[src/hw/rtl/kbd_pkg.sv]
// Shared types, codes and scancode tables for the keyboard scancode decoder.
`default_nettype none

package kbd_pkg;

    localparam logic [2:0] KIND_NONE    = 3'd0;
    localparam logic [2:0] KIND_CHAR    = 3'd1;
    localparam logic [2:0] KIND_NAV     = 3'd2;
    localparam logic [2:0] KIND_CONSOLE = 3'd3;
    localparam logic [2:0] KIND_ALT_TAB = 3'd4;
    localparam logic [2:0] KIND_INTR    = 3'd5;
    localparam logic [2:0] KIND_SCR_UP  = 3'd6;
    localparam logic [2:0] KIND_SCR_DN  = 3'd7;

    localparam logic [3:0] NAV_LEFT  = 4'd0;
    localparam logic [3:0] NAV_RIGHT = 4'd1;
    localparam logic [3:0] NAV_UP    = 4'd2;
    localparam logic [3:0] NAV_DOWN  = 4'd3;
    localparam logic [3:0] NAV_PGUP  = 4'd4;
    localparam logic [3:0] NAV_PGDN  = 4'd5;
    localparam logic [3:0] NAV_HOME  = 4'd6;
    localparam logic [3:0] NAV_END   = 4'd7;
    localparam logic [3:0] NAV_DEL   = 4'd8;

    localparam logic CFG_FOREGROUND_IS_SHELL = 1'b0;
    localparam logic CFG_IGNORE_PORT_INPUT   = 1'b1;

    localparam logic [7:0] SC_PREFIX_E0 = 8'hE0;
    localparam logic [7:0] SC_PREFIX_F0 = 8'hF0;
    localparam logic [7:0] SC_ACK       = 8'hFA;
    localparam logic [7:0] SC_RESEND    = 8'hFE;
    localparam logic [7:0] SC_ECHO      = 8'hEE;
    localparam logic [7:0] SC_LAST_MAP  = 8'h39;

    typedef struct packed {
        logic foreground_is_shell;
        logic ignore_port_input;
    } cfg_t;

    typedef struct packed {
        logic prefix_e0;
        logic prefix_f0;
        logic shift_held;
        logic ctrl_held;
        logic left_alt_held;
        logic caps_lock;
        logic num_lock;
        logic ime_mode;
    } state_t;

    typedef struct packed {
        logic [2:0] kind;
        logic [7:0] key_code;
        logic [3:0] nav_key;
        logic [1:0] console_index;
        logic       alt_tab_reverse;
        logic       mod_shift;
        logic       mod_ctrl;
        logic       mod_alt;
        logic       caps_on;
        logic       num_on;
        logic       ime_on;
        logic       led_update;
    } res_t;

    typedef struct packed {
        logic       hit;
        logic [3:0] code;
    } nav_t;

    function automatic nav_t nav_lookup(input logic [7:0] sc);
        nav_t n;
        n.hit  = 1'b1;
        n.code = NAV_LEFT;
        case (sc)
            8'h4B: n.code = NAV_LEFT;
            8'h4D: n.code = NAV_RIGHT;
            8'h48: n.code = NAV_UP;
            8'h50: n.code = NAV_DOWN;
            8'h49: n.code = NAV_PGUP;
            8'h51: n.code = NAV_PGDN;
            8'h47: n.code = NAV_HOME;
            8'h4F: n.code = NAV_END;
            8'h53: n.code = NAV_DEL;
            default: n.hit = 1'b0;
        endcase
        return n;
    endfunction

    function automatic logic is_alpha(input logic [7:0] c);
        return ((c >= 8'h61) && (c <= 8'h7A)) || ((c >= 8'h41) && (c <= 8'h5A));
    endfunction

    function automatic logic [7:0] base_char(input logic [5:0] idx);
        logic [7:0] c;
        case (idx)
            6'h01: c = 8'd27;
            6'h02: c = "1";
            6'h03: c = "2";
            6'h04: c = "3";
            6'h05: c = "4";
            6'h06: c = "5";
            6'h07: c = "6";
            6'h08: c = "7";
            6'h09: c = "8";
            6'h0A: c = "9";
            6'h0B: c = "0";
            6'h0C: c = "-";
            6'h0D: c = "=";
            6'h0E: c = 8'd8;
            6'h0F: c = 8'd9;
            6'h10: c = "q";
            6'h11: c = "w";
            6'h12: c = "e";
            6'h13: c = "r";
            6'h14: c = "t";
            6'h15: c = "y";
            6'h16: c = "u";
            6'h17: c = "i";
            6'h18: c = "o";
            6'h19: c = "p";
            6'h1A: c = "[";
            6'h1B: c = "]";
            6'h1C: c = 8'd10;
            6'h1E: c = "a";
            6'h1F: c = "s";
            6'h20: c = "d";
            6'h21: c = "f";
            6'h22: c = "g";
            6'h23: c = "h";
            6'h24: c = "j";
            6'h25: c = "k";
            6'h26: c = "l";
            6'h27: c = ";";
            6'h28: c = 8'h27;
            6'h29: c = 8'h60;
            6'h2B: c = 8'h5C;
            6'h2C: c = "z";
            6'h2D: c = "x";
            6'h2E: c = "c";
            6'h2F: c = "v";
            6'h30: c = "b";
            6'h31: c = "n";
            6'h32: c = "m";
            6'h33: c = ",";
            6'h34: c = ".";
            6'h35: c = "/";
            6'h37: c = "*";
            6'h39: c = " ";
            default: c = 8'h00;
        endcase
        return c;
    endfunction

    function automatic logic [7:0] shift_char(input logic [5:0] idx);
        logic [7:0] c;
        case (idx)
            6'h01: c = 8'd27;
            6'h02: c = "!";
            6'h03: c = "@";
            6'h04: c = "#";
            6'h05: c = "$";
            6'h06: c = "%";
            6'h07: c = "^";
            6'h08: c = "&";
            6'h09: c = "*";
            6'h0A: c = "(";
            6'h0B: c = ")";
            6'h0C: c = "_";
            6'h0D: c = "+";
            6'h0E: c = 8'd8;
            6'h0F: c = 8'd9;
            6'h1A: c = "{";
            6'h1B: c = "}";
            6'h1C: c = 8'd10;
            6'h27: c = ":";
            6'h28: c = 8'h22;
            6'h29: c = "~";
            6'h2B: c = "|";
            6'h33: c = "<";
            6'h34: c = ">";
            6'h35: c = "?";
            6'h37: c = "*";
            6'h39: c = " ";
            default: c = 8'h00;
        endcase
        return c;
    endfunction

endpackage

`default_nettype wire

[src/hw/rtl/kbd_in_if.sv]
// Scancode input channel: valid/ready handshake with scancode payload.
`default_nettype none

interface kbd_in_if;
    logic       valid;
    logic       ready;
    logic [7:0] scancode;
    logic       from_port;

    modport source (output valid, output scancode, output from_port, input ready);
    modport sink (input valid, input scancode, input from_port, output ready);
endinterface

`default_nettype wire

[src/hw/rtl/kbd_out_if.sv]
// Decoded event output channel: valid/ready handshake with event payload.
`default_nettype none

interface kbd_out_if;
    logic       valid;
    logic       ready;
    logic [2:0] kind;
    logic [7:0] key_code;
    logic [3:0] nav_key;
    logic [1:0] console_index;
    logic       alt_tab_reverse;
    logic       mod_shift;
    logic       mod_ctrl;
    logic       mod_alt;
    logic       caps_on;
    logic       num_on;
    logic       ime_on;
    logic       led_update;

    modport source (
        output valid, output kind, output key_code, output nav_key, output console_index,
        output alt_tab_reverse, output mod_shift, output mod_ctrl, output mod_alt,
        output caps_on, output num_on, output ime_on, output led_update,
        input ready
    );
    modport sink (
        input valid, input kind, input key_code, input nav_key, input console_index,
        input alt_tab_reverse, input mod_shift, input mod_ctrl, input mod_alt,
        input caps_on, input num_on, input ime_on, input led_update,
        output ready
    );
endinterface

`default_nettype wire

[src/hw/rtl/kbd_decode.sv]
// Combinational decode of one scancode byte against the current key state.
`default_nettype none

module kbd_decode (
    input  wire logic [7:0]    scancode,
    input  wire logic          from_port,
    input  wire kbd_pkg::cfg_t cfg,
    input  wire kbd_pkg::state_t state,
    output kbd_pkg::state_t    state_next,
    output kbd_pkg::res_t      res
);

    kbd_pkg::nav_t nav;
    logic [7:0]    keypad;
    logic [7:0]    map_char;
    logic [7:0]    base;
    logic [1:0]    con_diff;
    logic          put_en;
    logic [7:0]    put_c;
    logic          ime_shell;
    logic          qwertop;

    assign nav       = kbd_pkg::nav_lookup(scancode);
    assign ime_shell = state.ime_mode && cfg.foreground_is_shell;
    assign con_diff  = scancode[1:0] - 2'b11;
    assign base      = kbd_pkg::base_char(scancode[5:0]);
    assign qwertop   = (base == "q") || (base == "w") || (base == "e") || (base == "r") ||
                       (base == "t") || (base == "o") || (base == "p");

    always_comb
    begin
        keypad = 8'h00;
        case (scancode)
            8'h37: keypad = "*";
            8'h4A: keypad = "-";
            8'h4E: keypad = "+";
            8'h52: keypad = state.num_lock ? "0" : 8'h00;
            8'h53: keypad = state.num_lock ? "." : 8'h00;
            8'h4F: keypad = state.num_lock ? "1" : 8'h00;
            8'h50: keypad = state.num_lock ? "2" : 8'h00;
            8'h51: keypad = state.num_lock ? "3" : 8'h00;
            8'h4B: keypad = state.num_lock ? "4" : 8'h00;
            8'h4C: keypad = state.num_lock ? "5" : 8'h00;
            8'h4D: keypad = state.num_lock ? "6" : 8'h00;
            8'h47: keypad = state.num_lock ? "7" : 8'h00;
            8'h48: keypad = state.num_lock ? "8" : 8'h00;
            8'h49: keypad = state.num_lock ? "9" : 8'h00;
            default: keypad = 8'h00;
        endcase
    end

    always_comb
    begin
        if (state.left_alt_held)
        begin
            map_char = scancode - 8'd1;
        end
        else if ((base >= "a") && (base <= "z"))
        begin
            if (ime_shell)
            begin
                map_char = (state.shift_held && qwertop) ? (base - 8'h20) : base;
            end
            else
            begin
                map_char = (state.shift_held ^ state.caps_lock) ? (base - 8'h20) : base;
            end
        end
        else if (state.shift_held)
        begin
            map_char = kbd_pkg::shift_char(scancode[5:0]);
        end
        else
        begin
            map_char = base;
        end
    end

    always_comb
    begin
        state_next = state;
        res        = '0;
        put_en     = 1'b0;
        put_c      = 8'h00;

        if (from_port && ((scancode == kbd_pkg::SC_ACK) || (scancode == kbd_pkg::SC_RESEND) ||
                          (scancode == kbd_pkg::SC_ECHO)))
        begin
            state_next = state;
        end
        else if (from_port && cfg.ignore_port_input)
        begin
            state_next = state;
        end
        else if (scancode == kbd_pkg::SC_PREFIX_E0)
        begin
            state_next.prefix_e0 = 1'b1;
        end
        else if (scancode == kbd_pkg::SC_PREFIX_F0)
        begin
            state_next.prefix_f0 = 1'b1;
        end
        else if (state.prefix_f0)
        begin
            if (state.prefix_e0)
            begin
                if (scancode == 8'h14)
                begin
                    state_next.ctrl_held = 1'b0;
                end
                state_next.prefix_e0 = 1'b0;
            end
            else if ((scancode == 8'h12) || (scancode == 8'h59))
            begin
                state_next.shift_held = 1'b0;
            end
            else if (scancode == 8'h11)
            begin
                state_next.left_alt_held = 1'b0;
            end
            else if (scancode == 8'h14)
            begin
                state_next.ctrl_held = 1'b0;
            end
            state_next.prefix_f0 = 1'b0;
        end
        else if (scancode[7])
        begin
            if (state.prefix_e0)
            begin
                state_next.prefix_e0 = 1'b0;
            end
            else
            begin
                if (scancode == 8'h9D)
                begin
                    state_next.ctrl_held = 1'b0;
                end
                if (scancode == 8'hB8)
                begin
                    state_next.left_alt_held = 1'b0;
                end
                if ((scancode == 8'hAA) || (scancode == 8'hB6))
                begin
                    state_next.shift_held = 1'b0;
                end
            end
        end
        else if (scancode == 8'h38)
        begin
            if (state.prefix_e0)
            begin
                state_next.ime_mode  = ~state.ime_mode;
                state_next.prefix_e0 = 1'b0;
            end
            else
            begin
                state_next.left_alt_held = 1'b1;
            end
        end
        else if (state.left_alt_held && (scancode >= 8'h3B) && (scancode <= 8'h3E))
        begin
            res.kind                 = kbd_pkg::KIND_CONSOLE;
            res.console_index        = con_diff;
            state_next.shift_held    = 1'b0;
            state_next.left_alt_held = 1'b0;
            state_next.prefix_e0     = 1'b0;
            state_next.prefix_f0     = 1'b0;
        end
        else if ((scancode == 8'h2A) || (scancode == 8'h36))
        begin
            state_next.shift_held = 1'b1;
        end
        else if (scancode == 8'h3A)
        begin
            state_next.caps_lock = ~state.caps_lock;
            res.led_update       = 1'b1;
        end
        else if (scancode == 8'h45)
        begin
            state_next.num_lock = ~state.num_lock;
            res.led_update      = 1'b1;
        end
        else if (scancode == 8'h1D)
        begin
            state_next.ctrl_held = 1'b1;
        end
        else if ((scancode == 8'h0F) && state.left_alt_held)
        begin
            res.kind            = kbd_pkg::KIND_ALT_TAB;
            res.alt_tab_reverse = state.shift_held;
        end
        else if (state.ctrl_held && (scancode == 8'h12))
        begin
            res.kind                 = kbd_pkg::KIND_INTR;
            state_next.ctrl_held     = 1'b0;
            state_next.shift_held    = 1'b0;
            state_next.left_alt_held = 1'b0;
            state_next.prefix_e0     = 1'b0;
            state_next.prefix_f0     = 1'b0;
        end
        else if (state.prefix_e0)
        begin
            state_next.prefix_e0 = 1'b0;
            if (scancode == 8'h1C)
            begin
                res.kind     = kbd_pkg::KIND_CHAR;
                res.key_code = 8'd10;
            end
            else if (scancode == 8'h35)
            begin
                put_en = 1'b1;
                put_c  = "/";
            end
            else if (nav.hit)
            begin
                res.kind                 = kbd_pkg::KIND_NAV;
                res.nav_key              = nav.code;
                state_next.shift_held    = 1'b0;
                state_next.left_alt_held = 1'b0;
                state_next.prefix_f0     = 1'b0;
            end
        end
        else if (scancode == 8'h0E)
        begin
            res.kind     = kbd_pkg::KIND_CHAR;
            res.key_code = 8'd8;
        end
        else if (scancode == 8'h1C)
        begin
            res.kind     = kbd_pkg::KIND_CHAR;
            res.key_code = 8'd10;
        end
        else if (scancode == 8'h01)
        begin
            res.kind                 = kbd_pkg::KIND_CHAR;
            res.key_code             = 8'd27;
            state_next.shift_held    = 1'b0;
            state_next.left_alt_held = 1'b0;
            state_next.prefix_f0     = 1'b0;
        end
        else if (keypad != 8'h00)
        begin
            put_en = 1'b1;
            put_c  = keypad;
        end
        else if (!state.num_lock && ((scancode == 8'h4B) || (scancode == 8'h4D) ||
                                     (scancode == 8'h48) || (scancode == 8'h50)))
        begin
            res.kind                 = kbd_pkg::KIND_NAV;
            res.nav_key              = nav.code;
            state_next.shift_held    = 1'b0;
            state_next.left_alt_held = 1'b0;
            state_next.prefix_f0     = 1'b0;
        end
        else if (!state.num_lock && ((scancode == 8'h49) || (scancode == 8'h51)))
        begin
            if (cfg.foreground_is_shell)
            begin
                res.kind = (scancode == 8'h49) ? kbd_pkg::KIND_SCR_UP : kbd_pkg::KIND_SCR_DN;
            end
            else
            begin
                res.kind    = kbd_pkg::KIND_NAV;
                res.nav_key = nav.code;
            end
            state_next.shift_held    = 1'b0;
            state_next.left_alt_held = 1'b0;
            state_next.prefix_f0     = 1'b0;
        end
        else if (scancode <= kbd_pkg::SC_LAST_MAP)
        begin
            put_en = 1'b1;
            put_c  = map_char;
        end

        if (put_en && (put_c != 8'h00))
        begin
            res.kind = kbd_pkg::KIND_CHAR;
            if (state.ctrl_held && kbd_pkg::is_alpha(put_c))
            begin
                res.key_code             = {state.shift_held, 1'b0, state.shift_held, put_c[4:0]};
                state_next.shift_held    = 1'b0;
                state_next.left_alt_held = 1'b0;
                state_next.prefix_e0     = 1'b0;
                state_next.prefix_f0     = 1'b0;
            end
            else
            begin
                res.key_code = put_c;
            end
            if (ime_shell && kbd_pkg::is_alpha(put_c))
            begin
                state_next.shift_held = 1'b0;
            end
        end

        if ((res.kind == kbd_pkg::KIND_CHAR) || (res.kind == kbd_pkg::KIND_NAV))
        begin
            res.mod_shift = state.shift_held;
            res.mod_ctrl  = state.ctrl_held;
            res.mod_alt   = state.left_alt_held;
            res.caps_on   = state.caps_lock;
            res.num_on    = state.num_lock;
            res.ime_on    = state.ime_mode;
        end
    end

endmodule

`default_nettype wire

[src/hw/rtl/keyboard_scancode_decoder.sv]
// Keyboard scancode decoder top level: input register, decode, result register.
// A scancode loads the input register; its decode loads result and key state.
// Throughput: one scancode per cycle unless the result receiver stalls.
// Either register stage takes a new transfer while its content moves on.
// Reset clears all key state, both prefixes and both configuration bits.
`default_nettype none

module keyboard_scancode_decoder (
    input  wire logic  clk,
    input  wire logic  rst_n,
    kbd_in_if.sink     scan,
    kbd_out_if.source  result,
    input  wire logic  cfg_write,
    input  wire logic  cfg_index,
    input  wire logic  cfg_data
);

    logic            in_valid_reg;
    logic [7:0]      sc_reg;
    logic            port_reg;
    logic            out_valid_reg;
    kbd_pkg::res_t   res_reg;
    kbd_pkg::res_t   res;
    kbd_pkg::state_t state_reg;
    kbd_pkg::state_t state_next;
    kbd_pkg::cfg_t   cfg_reg;
    logic            advance;
    logic            take;

    assign advance   = in_valid_reg && (!out_valid_reg || result.ready);
    assign scan.ready = !in_valid_reg || advance;
    assign take      = scan.valid && scan.ready;

    kbd_decode u_decode (
        .scancode   (sc_reg),
        .from_port  (port_reg),
        .cfg        (cfg_reg),
        .state      (state_reg),
        .state_next (state_next),
        .res        (res)
    );

    always_ff @(posedge clk or negedge rst_n)
    begin
        if (!rst_n)
        begin
            cfg_reg <= '0;
        end
        else if (cfg_write)
        begin
            case (cfg_index)
                kbd_pkg::CFG_FOREGROUND_IS_SHELL: cfg_reg.foreground_is_shell <= cfg_data;
                kbd_pkg::CFG_IGNORE_PORT_INPUT:   cfg_reg.ignore_port_input   <= cfg_data;
                default:                          cfg_reg <= cfg_reg;
            endcase
        end
    end

    always_ff @(posedge clk or negedge rst_n)
    begin
        if (!rst_n)
        begin
            in_valid_reg  <= 1'b0;
            out_valid_reg <= 1'b0;
            state_reg     <= '0;
        end
        else
        begin
            if (take)
            begin
                in_valid_reg <= 1'b1;
            end
            else if (advance)
            begin
                in_valid_reg <= 1'b0;
            end
            if (advance)
            begin
                out_valid_reg <= 1'b1;
                state_reg     <= state_next;
            end
            else if (result.ready)
            begin
                out_valid_reg <= 1'b0;
            end
        end
    end

    always_ff @(posedge clk)
    begin
        if (take)
        begin
            sc_reg   <= scan.scancode;
            port_reg <= scan.from_port;
        end
        if (advance)
        begin
            res_reg <= res;
        end
    end

    assign result.valid           = out_valid_reg;
    assign result.kind            = res_reg.kind;
    assign result.key_code        = res_reg.key_code;
    assign result.nav_key         = res_reg.nav_key;
    assign result.console_index   = res_reg.console_index;
    assign result.alt_tab_reverse = res_reg.alt_tab_reverse;
    assign result.mod_shift       = res_reg.mod_shift;
    assign result.mod_ctrl        = res_reg.mod_ctrl;
    assign result.mod_alt         = res_reg.mod_alt;
    assign result.caps_on         = res_reg.caps_on;
    assign result.num_on          = res_reg.num_on;
    assign result.ime_on          = res_reg.ime_on;
    assign result.led_update      = res_reg.led_update;

endmodule

`default_nettype wire

[src/flat_wrapper.sv]
// flat-port wrapper written by rule: the top's interface ports become plain ports
module keyboard_scancode_decoder_flat 
  (clk, rst_n, cfg_write, cfg_index, cfg_data, scan_valid, scan_scancode, scan_from_port, scan_ready, result_valid, result_kind, result_key_code, result_nav_key, result_console_index, result_alt_tab_reverse, result_mod_shift, result_mod_ctrl, result_mod_alt, result_caps_on, result_num_on, result_ime_on, result_led_update, result_ready);
  kbd_in_if scan_i ();
  kbd_out_if result_i ();
  input  wire logic clk;
  input  wire logic rst_n;
  input  wire logic cfg_write;
  input  wire logic cfg_index;
  input  wire logic cfg_data;
  input wire logic [$bits(scan_i.valid)-1:0] scan_valid;
  input wire logic [$bits(scan_i.scancode)-1:0] scan_scancode;
  input wire logic [$bits(scan_i.from_port)-1:0] scan_from_port;
  output wire logic [$bits(scan_i.ready)-1:0] scan_ready;
  output wire logic [$bits(result_i.valid)-1:0] result_valid;
  output wire logic [$bits(result_i.kind)-1:0] result_kind;
  output wire logic [$bits(result_i.key_code)-1:0] result_key_code;
  output wire logic [$bits(result_i.nav_key)-1:0] result_nav_key;
  output wire logic [$bits(result_i.console_index)-1:0] result_console_index;
  output wire logic [$bits(result_i.alt_tab_reverse)-1:0] result_alt_tab_reverse;
  output wire logic [$bits(result_i.mod_shift)-1:0] result_mod_shift;
  output wire logic [$bits(result_i.mod_ctrl)-1:0] result_mod_ctrl;
  output wire logic [$bits(result_i.mod_alt)-1:0] result_mod_alt;
  output wire logic [$bits(result_i.caps_on)-1:0] result_caps_on;
  output wire logic [$bits(result_i.num_on)-1:0] result_num_on;
  output wire logic [$bits(result_i.ime_on)-1:0] result_ime_on;
  output wire logic [$bits(result_i.led_update)-1:0] result_led_update;
  input wire logic [$bits(result_i.ready)-1:0] result_ready;
  assign scan_i.valid = scan_valid;
  assign scan_i.scancode = scan_scancode;
  assign scan_i.from_port = scan_from_port;
  assign scan_ready = scan_i.ready;
  assign result_valid = result_i.valid;
  assign result_kind = result_i.kind;
  assign result_key_code = result_i.key_code;
  assign result_nav_key = result_i.nav_key;
  assign result_console_index = result_i.console_index;
  assign result_alt_tab_reverse = result_i.alt_tab_reverse;
  assign result_mod_shift = result_i.mod_shift;
  assign result_mod_ctrl = result_i.mod_ctrl;
  assign result_mod_alt = result_i.mod_alt;
  assign result_caps_on = result_i.caps_on;
  assign result_num_on = result_i.num_on;
  assign result_ime_on = result_i.ime_on;
  assign result_led_update = result_i.led_update;
  assign result_i.ready = result_ready;
  keyboard_scancode_decoder u_core (.clk(clk), .rst_n(rst_n), .scan(scan_i), .result(result_i), .cfg_write(cfg_write), .cfg_index(cfg_index), .cfg_data(cfg_data));
endmodule
[config.mk]
export PLATFORM = sky130hd
export DESIGN_NAME = keyboard_scancode_decoder_flat
export DESIGN_NICKNAME = d
export VERILOG_FILES = /design/src/hw/rtl/kbd_pkg.sv /design/src/hw/rtl/kbd_in_if.sv /design/src/hw/rtl/kbd_out_if.sv /design/src/hw/rtl/kbd_decode.sv /design/src/hw/rtl/keyboard_scancode_decoder.sv /design/src/flat_wrapper.sv
export SDC_FILE = /design/constraint.sdc
export NUM_CORES = 1
export LEC_CHECK = 0
export ABC_CLOCK_PERIOD_IN_PS = 7400
export BUFFER_PORTS_ARGS = -buffer_cell sky130_fd_sc_hd__buf_2
export CAP_MARGIN = 15
export CORE_MARGIN = 10
export CORE_UTILIZATION = 25
export DETAILED_ROUTE_END_ITERATION = 7
export GPL_ROUTABILITY_DRIVEN = 0
export PLACE_DENSITY = 0.46
export SYNTH_ARGS = -nofsm -noshare
export SYNTH_HDL_FRONTEND = slang
export SYNTH_SLANG_ARGS = --single-unit
[constraint.sdc]
create_clock -name clk -period 7.4 [get_ports clk]
set_clock_uncertainty 0.15 [all_clocks]
set_input_delay 1.48 -clock clk [delete_from_list [all_inputs] [get_ports clk]]
set_output_delay 1.48 -clock clk [all_outputs]
set_load 0.005 [all_outputs]
# After elaboration in Yosys (flattened, before gate mapping)
# Memory sizes are Yosys's and may differ from the RTL's. A register that Yosys moved wholly into a read port is not among the register bits.
# Index checks and enable logic that the tools add are counted.
# op_classes
eq_ne	59
n_bitwise	14
n_mux	214
addsub	3
n_lt_le_gt_ge	9
reduce_logical	58
# op_table
operator	count
8-bit 2-to-1 mux	31
8-bit by 7-bit == test with 1-bit output (second input constant)	22
18-bit 2-to-1 mux	7
6-bit 2-to-1 mux	16
1-bit 2-to-1 mux	92
6-bit case mux with 14 select lines	1
4-bit 2-to-1 mux	20
15-bit 2-to-1 mux	5
8-bit == test (second input constant)	9
3-bit 2-to-1 mux	21
8-bit by 6-bit == test with 1-bit output (second input constant)	6
8-bit by 5-bit == test with 1-bit output (second input constant)	5
12-bit 2-to-1 mux	3
11-bit 2-to-1 mux	3
4-bit case mux with 8 select lines	1
5-bit 2-to-1 mux	5
8-bit by 7-bit >= comparator with 1-bit output (second input constant)	3
8-bit by 7-bit less-or-equal comparator with 1-bit output (second input constant)	3
8-bit nonzero test	3
7-bit by 5-bit inequality test with 1-bit output (second input constant)	3
1-bit logical OR	19
1-bit logical AND	18
9-bit by 7-bit inequality test with 1-bit output (second input constant)	2
9-bit nonzero test	2
28 further kinds	57
# totals
memories	2
romBits	896
in_bits	16
reg_bits	46
# memory_table
name	words	width	read_ports	rd_clocked_by_memory_dff	write_ports	line_no	rtl
(no name shown)	64	7	1	1	0	kbd_pkg.sv:157	case (idx)
(no name shown)	64	7	1	1	0	kbd_pkg.sv:96	case (idx)

# Longest topological paths before layout
# Gate-level depths: netlist (run 1).
# logic_depth
ltp_word	42
mapped_depth	12

# Cells and area by module
# From an unflattened synthesis (run 1), not the netlist that was laid out.
# unflattened
cells_unflattened	599
hier_area_um2	4927.2
# modules_own_cells
module	instances	area_per_inst_um2	seq_area_each_um2	cells_each
kbd_decode	1	3397.0	0.0	534
keyboard_scancode_decoder	1	1530.2	1321.3	65

# Worst setup path before layout (run 1)
# No wires, ideal clock.
# synth_path
path_kind	in2reg
start	input result_ready
end	register u_core.u_decode.base[0] (netlist name)
stages	11
slack_ns	3.350
t_arrival_ns	3.778
required_ns	7.128
path_cell_list	nand3b_1 nand2_1 mux2i_1 clkbuf_1 inv_1 ha_1 nor2_1 o21ai_0 o211ai_1 o21ai_0 a221o_1
# synth_via
elab_chain_len	5
# synth_rtl
element	line_no	rtl
from (decl)	flat_wrapper.sv:28	input wire logic [$bits(result_i.ready)-1:0] result_ready;
1-bit logical OR	keyboard_scancode_decoder.sv:30	assign advance = in_valid_reg && (!out_valid_reg || result.ready);
1-bit logical AND	keyboard_scancode_decoder.sv:30	
1-bit logical OR	keyboard_scancode_decoder.sv:31	assign scan.ready = !in_valid_reg || advance;
1-bit logical AND	keyboard_scancode_decoder.sv:32	assign take = scan.valid && scan.ready;
6-bit 2-to-1 mux (no source line)	-	
# Every way passes these cells.
# A chain may end at the register's enable or synchronous reset.

# Final worst setup path (run 1)
# layout_path
start	input result_ready
end	register u_core.u_decode.base[0] (netlist name)
# layout_via
elab_chain_len	5
# layout_rtl
element	line_no
1-bit logical OR	keyboard_scancode_decoder.sv:30
1-bit logical AND	keyboard_scancode_decoder.sv:30
1-bit logical OR	keyboard_scancode_decoder.sv:31
1-bit logical AND	keyboard_scancode_decoder.sv:32
6-bit 2-to-1 mux (no source line)	-
# Every way passes these cells.

==> flow_summary.toml, run 1 <==
[critical_path]
worstSetupPathType = "in2reg"
worstPathCellList = "buf_2 > nand3b_1 > nand2_1 > mux2i_1 > inv_1 > ha_1 > nor2_1 > o21ai_0 > o211ai_1 > o21ai_0 > a221o_1"
cp_common_cell = "o21ai_0"
cp.arrival_ns = 4.71
crit_path_start_kind = "input pin"
path_max_fanout = 13
worstPathRequired_ns = 7.48
end_kind = "register"
path_delay_family = "multiplexers"
slowest_delay_ns = 0.99
cp_num_buf_inv = 2
slowest_stage = "mux2i_1"

[place]
dp_cells = 889
portBuffers = 42
place_hpwl_um = 13200
place_ws_ns = 2.46
postPlaceCellArea_um2 = 5510

[finish]
final_core_util = 0.289
stdcell_count = 906
drive_gt1_frac = 0.138
area_growth_pct = 13.9
nNetsFinal = 665
fillerInstances = 2176
antenna_cells = 0
final_cell_area_um2 = 5850

[synthesis]
netlist.area_leader.share = 0.199
synth_edf_count = 34
yosysMostFrequentCell = "nand2_1"
syn-num-nets = 655
synthArstFlopShare = 0.200
synth-seq-cells = 60
synth.top_cells.by_count = "60 x nand2_1, 55 x a21oi_1, 51 x nor2_1, 34 x edfxtp_1, 33 x o21ai_0"
ys_seq_area_frac = 0.312
postSynthAreaPerCell_um2 = 8.27
synth_cells = 621
synth_area_leaders = "edfxtp_1 20%, dfrtp_1 5.8%, dfxtp_1 5.5%"
synth_top_area_cell = "edfxtp_1"
ys.warnings.count = 0
ys.flop_type = "edfxtp_1"
synth_cell_types = 89
syn-cell-area_um2 = 5140

[floorplan]
ioPinCount = 43
start_util = 0.254
num_rows = 52
die_x_um = 163
core-area_um2 = 20200
die_height_um = 163
die-area_um2 = 26700

[cts]
numCtsBuffers = 9
root_buffer = "clkbuf_16"
path_clk_slew_ns = 0.05
holdBufCountCts = 0
clkLatencyLatePin_ns = 0.35
cts_tree = "built"
clockBufferDepth = 2
postCtsSetupBuffers = 0
htree_num_levels = 3
cts_resized = 0
clock_sinks = 60

[pwr]
p_per_area_nw_per_um2 = 228
power.total_mw = 1.34
seq_power_share = 0.348
pwr-share-comb = 0.294
power_frac_clock = 0.359
switching_share = 0.347
power_switching_mw = 0.463
internal_power_mw = 0.872
ir_drop_mv = 0.0854
p_leak_nw = 2.21

[sta]
worst_pin_slew_ns = 1.14
tns_ns = 0
timing.final.ws_setup_ns = 2.77
finalSetupViolations = 0
finalCritPeriodShare = 0.626
period_minus_slack_ns = 4.63
drv_slew = 0
rsz0062_at_grt = "no"
holdWs_ns = 0.352
max_freq_ghz = 0.216
max_slew_margin = 0.216
final_hold_viol_count = 0

[worst_hold_path]
hold_class = "reg2reg"

[route]
vias = 5240
firstDrtPassIters = 6
drt_iter0_markers = 680
ant_nets = 0
drc = 0
routed_wl_um = 18500
wl_per_cell_um = 20.4
via_per_inst = 5.78

[grt]
grt_max_degree = 40
grt_pass1_vias = 4939
groute.usage.overall = 0.135
grt_overflow_total = 0
antenna_found_initial = 0
grt_pass1_wl_um = 28700

[status]
status = "complete, no violations"

[run]
drv_cap = 0
-- area by class of cell --
type                            instances  area [um^2]  share of cell area
Clock buffer                           10          229              0.0391
Multi-Input combinational cell        495         3260               0.557
Clock inverter                          6          103              0.0175
Inverter                               17         63.8              0.0109
Tap cell                              270          338              0.0577
Sequential cell                        60         1600               0.274
Timing Repair Buffer                   48          255              0.0436
-- per-layer routing --
metal  vias to the layer above  GRT usage  share of wire
met2                       256      0.210           0.46
li1                       2398          -              -
met5                         -          0              0
met1                      2548      0.177           0.44
met4                         0     0.0566          0.029
met3                        38     0.0282          0.074
-- kinds of logic (layout without fill, tap and decap cells) --
kind of cell | count (synthesis) | after routing | synth area share
simple gates | 231 | 231 | 0.236
compound gates | 217 | 217 | 0.297
buf+inv | 66 | 81 | 0.0541
flops | 60 | 60 | 0.312
fa+ha+maj | 19 | 19 | 0.0458
mux | 18 | 18 | 0.0380
xor+xnor | 10 | 10 | 0.0171
-- cells in the final DEF, fill, tap and decap left out, types with 9 or more instances in the layout --
| cell type | netlist | layout |
|---|---|---|
| nand2_1 | 60 | 60 |
| a21oi_1 | 55 | 55 |
| nor2_1 | 51 | 51 |
| buf_2 | 11 | 42 |
| edfxtp_1 | 34 | 34 |
| o21ai_0 | 33 | 33 |
| nand3_1 | 24 | 24 |
| ha_1 | 18 | 18 |
| inv_1 | 14 | 14 |
| o211ai_1 | 14 | 14 |
| nor3_1 | 14 | 14 |
| dfxtp_1 | 14 | 14 |
| dfrtp_1 | 12 | 12 |
| a31oi_1 | 11 | 11 |
| and2_1 | 9 | 9 |
| clkbuf_16 | 0 | 9 |
-- final timing paths --
path                                     start  depth (start not counted)  slack, ns                        end
min                        u_core.in_valid_reg                          1       0.35        u_core.result.valid
max in group asynchronous                rst_n                          1       5.93        u_core.state_reg[6]
min in group asynchronous                rst_n                          1       0.90          u_core.cfg_reg[1]
max                               result_ready                         11       2.77    u_core.u_decode.base[0]
min reg2reg                u_core.in_valid_reg                          1       0.35        u_core.result.valid
max reg2reg                   u_core.sc_reg[0]                         10       3.23  u_core.result.key_code[5]
-- power groups by stage --
stage / combinational (mW) / sequential (mW) / clock [mW]
2_1_floorplan: 0.314 / 0.419 / 0
3_3_place_gp: 0.383 / 0.467 / 0
5_1_grt: 0.431 / 0.470 / 0.501
3_5_place_dp: 0.384 / 0.469 / 0
4_1_cts: 0.387 / 0.462 / 0.488
6_report: 0.392 / 0.464 / 0.479
Note: power is estimated with default switching activity, not from simulation.
==> inputs of run 2 (changes only) <==
--- a/config.mk
+++ b/config.mk
@@ -5,14 +5,14 @@
 export SDC_FILE = /design/constraint.sdc
 export NUM_CORES = 1
 export LEC_CHECK = 0
-export ABC_CLOCK_PERIOD_IN_PS = 7400
+export ABC_CLOCK_PERIOD_IN_PS = 4200
 export BUFFER_PORTS_ARGS = -buffer_cell sky130_fd_sc_hd__buf_2
 export CAP_MARGIN = 15
 export CORE_MARGIN = 10
 export CORE_UTILIZATION = 25
 export DETAILED_ROUTE_END_ITERATION = 7
 export GPL_ROUTABILITY_DRIVEN = 0
-export PLACE_DENSITY = 0.46
+export PLACE_DENSITY = 0.47
 export SYNTH_ARGS = -nofsm -noshare
 export SYNTH_HDL_FRONTEND = slang
 export SYNTH_SLANG_ARGS = --single-unit
==> constraint.sdc (replaced) <==
create_clock -name clk -period 4.2 [get_ports clk]
set_clock_uncertainty 0.15 [all_clocks]
set_input_delay 0.84 -clock clk [delete_from_list [all_inputs] [get_ports clk]]
set_output_delay 0.84 -clock clk [all_outputs]
set_load 0.005 [all_outputs]
==> run 2 against run 1 <==
  * Global-route usage decreased by 0.40 points
  * First-iteration DRC count decreased by 18%
  * Combinational power increased by 81%
  * Largest power group is now sequential cells
  * Flip-flop and latch count unchanged
==> flow_summary.toml, run 2 (synthesis gave the netlist of run 1 again) <==
[status]
status = "complete, no violations"

[cts]
path_clk_slew_ns = 0.05
clkLatencyLatePin_ns = 0.34
numCtsBuffers = 9
cts_tree = "built"
clockBufferDepth = 2
clock_sinks = 60
root_buffer = "clkbuf_16"
holdBufCountCts = 0
cts_resized = 0
postCtsSetupBuffers = 0
htree_num_levels = 3

[critical_path]
slowest_stage = "a2111oi_0"
cp.arrival_ns = 3.81
slowest_delay_ns = 0.55
end_kind = "register"
crit_path_start_kind = "register"
worstPathRequired_ns = 4.14
path_max_fanout = 10
worstPathCellList = "inv_1 > ha_1 > or3_1 > a21boi_0 > a2bb2oi_1 > nand2b_1 > a2111oi_0 > and2_1 > o2111a_1 > mux2_4"
worstSetupPathType = "reg2reg"

[grt]
antenna_found_initial = 0
grt_pass1_vias = 5037
grt_max_degree = 31
grt_overflow_total = 0
grt_pass1_wl_um = 28000
groute.usage.overall = 0.131

[place]
portBuffers = 42
dp_cells = 907
place_hpwl_um = 13400
postPlaceCellArea_um2 = 5660

[sta]
period_minus_slack_ns = 3.87
finalSetupViolations = 0
finalCritPeriodShare = 0.920
worst_pin_slew_ns = 0.653
max_slew_margin = 0.553
holdWs_ns = 0.257
tns_ns = 0
max_freq_ghz = 0.259
rsz0062_at_grt = "no"
drv_slew = 0
final_hold_viol_count = 0

[route]
via_per_inst = 5.71
drt_iter0_markers = 557
firstDrtPassIters = 5
drc = 0
vias = 5272
routed_wl_um = 17500
ant_nets = 0
wl_per_cell_um = 19.0

[finish]
nNetsFinal = 682
drive_gt1_frac = 0.165
area_growth_pct = 15.4
final_cell_area_um2 = 5930
layout_common_cells = "60 x nand2_1, 55 x a21oi_1, 51 x nor2_1"
final_core_util = 0.293
final_common_cell = "nand2_1"
antenna_cells = 0
stdcell_count = 923

[pwr]
internal_power_mw = 1.37
pwr-share-comb = 0.327
switching_share = 0.368
power_switching_mw = 0.800
p_per_area_nw_per_um2 = 367
p_leak_nw = 2.26
power_frac_clock = 0.300
seq_power_share = 0.373
ir_drop_mv = 0.176

[floorplan]
num_rows = 52
ioPinCount = 43
die_x_um = 163
die_height_um = 163
die-area_um2 = 26700
start_util = 0.254
core-area_um2 = 20200

[worst_hold_path]
hold_class = "in2async"

[run]
drv_cap = 0
-- run 2: cell count changes in the layout (fill, tap and decap cells not counted), sizes merged --
cell	change
clkinv	+2
clkinvlp	+2
bufinv	-3
clkbuf	-1
buf	+17
-- run 2: cell type report --
type,instances,area (um^2)
inverter,17,63.8
tap,270,338
timing repair buffer,65,395
multi-input combinational,495,3260
fill,2161,14300
sequential,60,1600
clock inverter,7,43.8
clock buffer,9,225
-- run 2: power groups by stage --
stage	sequential [mW]	combinational, mW	clock [mW]
floorplan	0.738	0.553	0
global placement	0.818	0.706	0
detailed placement	0.823	0.697	0
CTS	0.811	0.703	0.680
global route	0.824	0.778	0.707
finish	0.811	0.710	0.653
-- run 2: critical path: cells and delay by family, from the launching register on --
kind	cells	cell delay, ns
flops	1	0.44
fa+ha+maj	1	0.37
buf+inv	1	0.15
mux	1	0.30
compound gates	4	1.37
simple gates	3	0.85
-- run 2: metrics by stage --
step / setup WS, ns / total power, mW
2_1_floorplan: 0.790 / 1.29
3_3_place_gp: 0.492 / 1.52
3_5_place_dp: 0.394 / 1.52
4_1_cts: 0.376 / 2.19
5_1_grt: 0.108 / 2.31
6_report: 0.334 / 2.17
-- run 2: final timing paths --
path | from | endpoint | slack [ns] | depth (start not counted)
min in group clk | u_core.in_valid_reg | u_core.result.valid | 0.34 | 1
worst max register to register | u_core.sc_reg[0] | u_core.result.key_code[5] | 0.33 | 10
max in group asynchronous | rst_n | u_core.state_reg[1] | 3.38 | 1
worst max-delay path | u_core.sc_reg[0] | u_core.result.key_code[5] | 0.33 | 10
worst min-delay path | rst_n | u_core.state_reg[0] | 0.26 | 1
worst min register to register | u_core.in_valid_reg | u_core.result.valid | 0.34 | 1
-- run 2: routing by layer --
| layer | vias up | share of wire | GRT usage |
|---|---|---|---|
| met2 | 297 | 0.44 | 0.196 |
| met5 | - | 0 | 0 |
| met4 | 0 | 0.047 | 0.0770 |
| met3 | 53 | 0.088 | 0.0267 |
| met1 | 2483 | 0.43 | 0.170 |
| li1 | 2439 | - | - |
==> inputs of run 3 (changes only) <==
--- a/config.mk
+++ b/config.mk
@@ -9,10 +9,11 @@
 export BUFFER_PORTS_ARGS = -buffer_cell sky130_fd_sc_hd__buf_2
 export CAP_MARGIN = 15
 export CORE_MARGIN = 10
-export CORE_UTILIZATION = 25
+export CORE_UTILIZATION = 45
 export DETAILED_ROUTE_END_ITERATION = 7
 export GPL_ROUTABILITY_DRIVEN = 0
-export PLACE_DENSITY = 0.47
+export PLACE_DENSITY = 0.71
+export SKIP_CTS_REPAIR_TIMING = 1
 export SYNTH_ARGS = -nofsm -noshare
 export SYNTH_HDL_FRONTEND = slang
 export SYNTH_SLANG_ARGS = --single-unit
==> run 3 against run 2 <==
  * The flow now finishes with violations (DRC)
  * Global-route usage grew 5.7 points
  * First-iteration DRC count rose by 2.3%
  * Non-clock buffer count down 5
  * Die area decreased by 40%
  * Routed wire length fell by 11%
  * Critical path type unchanged
==> flow_summary.toml, run 3 (synthesis gave the netlist of run 1 again) <==
[status]
status = "complete, but fails checks"
violations = "DRC"

[sta]
tns_ns = 0
finalSetupViolations = 0
max_freq_ghz = 0.256
rsz0062_at_grt = "no"
worst_pin_slew_ns = 0.814
period_minus_slack_ns = 3.91
finalCritPeriodShare = 0.930
holdWs_ns = 0.261
max_slew_margin = 0.443
drv_slew = 0
final_hold_viol_count = 0
timing.final.ws_setup_ns = 0.294

[route]
routed_wl_um = 15600
firstDrtPassIters = 8
route.met2.wl_um = 6770
drt_iter0_markers = 570
met3_wirelength_um = 1770
wl_per_cell_um = 19.8
ant_nets = 0
vias = 5293
top_layer = "met4"
drc = 1
via_per_inst = 6.72
wl_met1_um = 6270

[floorplan]
start_util = 0.468
die_x_um = 127
core-area_um2 = 11000
ioPinCount = 43
die_height_um = 127
num_rows = 38
die-area_um2 = 16100

[pwr]
switching_share = 0.340
pwr-share-comb = 0.308
ir_drop_mv = 0.275
power_frac_clock = 0.335
p_leak_nw = 2.26
internal_power_mw = 1.49
p_per_area_nw_per_um2 = 392
seq_power_share = 0.357
power.total_mw = 2.26
power_switching_mw = 0.768

[critical_path]
path_max_fanout = 17
worstPathRequired_ns = 4.13
end_kind = "register"
worstSetupPathType = "reg2reg"
cp.arrival_ns = 3.83
crit_path_start_kind = "register"
reg2reg_setup_slack_ns = 0.29

[finish]
final_cell_area_um2 = 5750
stdcell_count = 788
final_common_cell = "nand2_1"
layout_common_cells = "60 x nand2_1, 55 x a21oi_1, 51 x nor2_1"
area_growth_pct = 12.0
antenna_cells = 0
final_core_util = 0.524
nNetsFinal = 677
drive_gt1_frac = 0.156

[cts]
htree_num_levels = 3
clock_sinks = 60
clockBufferDepth = 2
path_clk_slew_ns = 0.05
numCtsBuffers = 9
clkLatencyLatePin_ns = 0.33
root_buffer = "clkbuf_16"
cts_tree = "built"

[place]
dp_cells = 772
postPlaceCellArea_um2 = 5450
place_ws_ns = 0.416
place_hpwl_um = 11500
portBuffers = 42

[grt]
groute.usage.overall = 0.188
grt_overflow_total = 0
grt_max_degree = 30
antenna_found_initial = 0
grt_pass1_wl_um = 25500
grt_pass1_vias = 4955

[run]
drv_cap = 0

[worst_hold_path]
hold_class = "in2async"
## run 3: changes by cell type in the layout (fill, tap and decap cells not counted)
cell / delta
buf_12: -1
buf_4: -4
bufinv_16: +2
clkbuf_1: +1
clkinv_1: +1
clkinv_2: -1
clkinv_4: -1
clkinvlp_4: -2
## run 3: final timing paths
kind / from / to / cells after the start
worst max-delay path: u_core.sc_reg[1] / u_core.result.key_code[5] / 10
worst min-delay path: rst_n / u_core.result.valid / 1
worst max register to register: u_core.sc_reg[1] / u_core.result.key_code[5] / 10
worst min register to register: u_core.in_valid_reg / u_core.result.valid / 1
max in group asynchronous: rst_n / u_core.state_reg[0] / 1
min in group clk: u_core.in_valid_reg / u_core.result.valid / 1
## run 3: layer usage
layer  track usage  up-vias
met3        0.0504       69
li1              -     2429
met4         0.101        0
met2         0.281      365
met5             0        -
met1         0.242     2430
## run 3: worst max-delay path, stage by stage, from the launching register on
cell and delay (ns):
edfxtp_1 0.45, inv_1 0.12, ha_1 0.41, or3_1 0.43, a21boi_0 0.19, a2bb2oi_1 0.36, nand2b_1 0.16, a2111oi_0 0.59
and2_1 0.25, o2111a_1 0.24, mux2_4 0.30
## run 3: area by class of cell
cell class,instances,area (um^2)
inverter,17,63.8
fill,1023,5230
clock buffer,10,229
clock inverter,6,78.8
sequential,60,1600
tap,140,175
multi-input combinational,495,3260
timing repair buffer,60,345
## run 3: power groups by stage
stage | Clock, mW | Sequential [mW] | Combinational [mW]
after floorplan | 0 | 0.738 | 0.553
after global placement | 0 | 0.810 | 0.668
after detailed placement | 0 | 0.815 | 0.673
after CTS | 0.768 | 0.803 | 0.678
after global routing | 0.798 | 0.816 | 0.759
final | 0.756 | 0.806 | 0.694
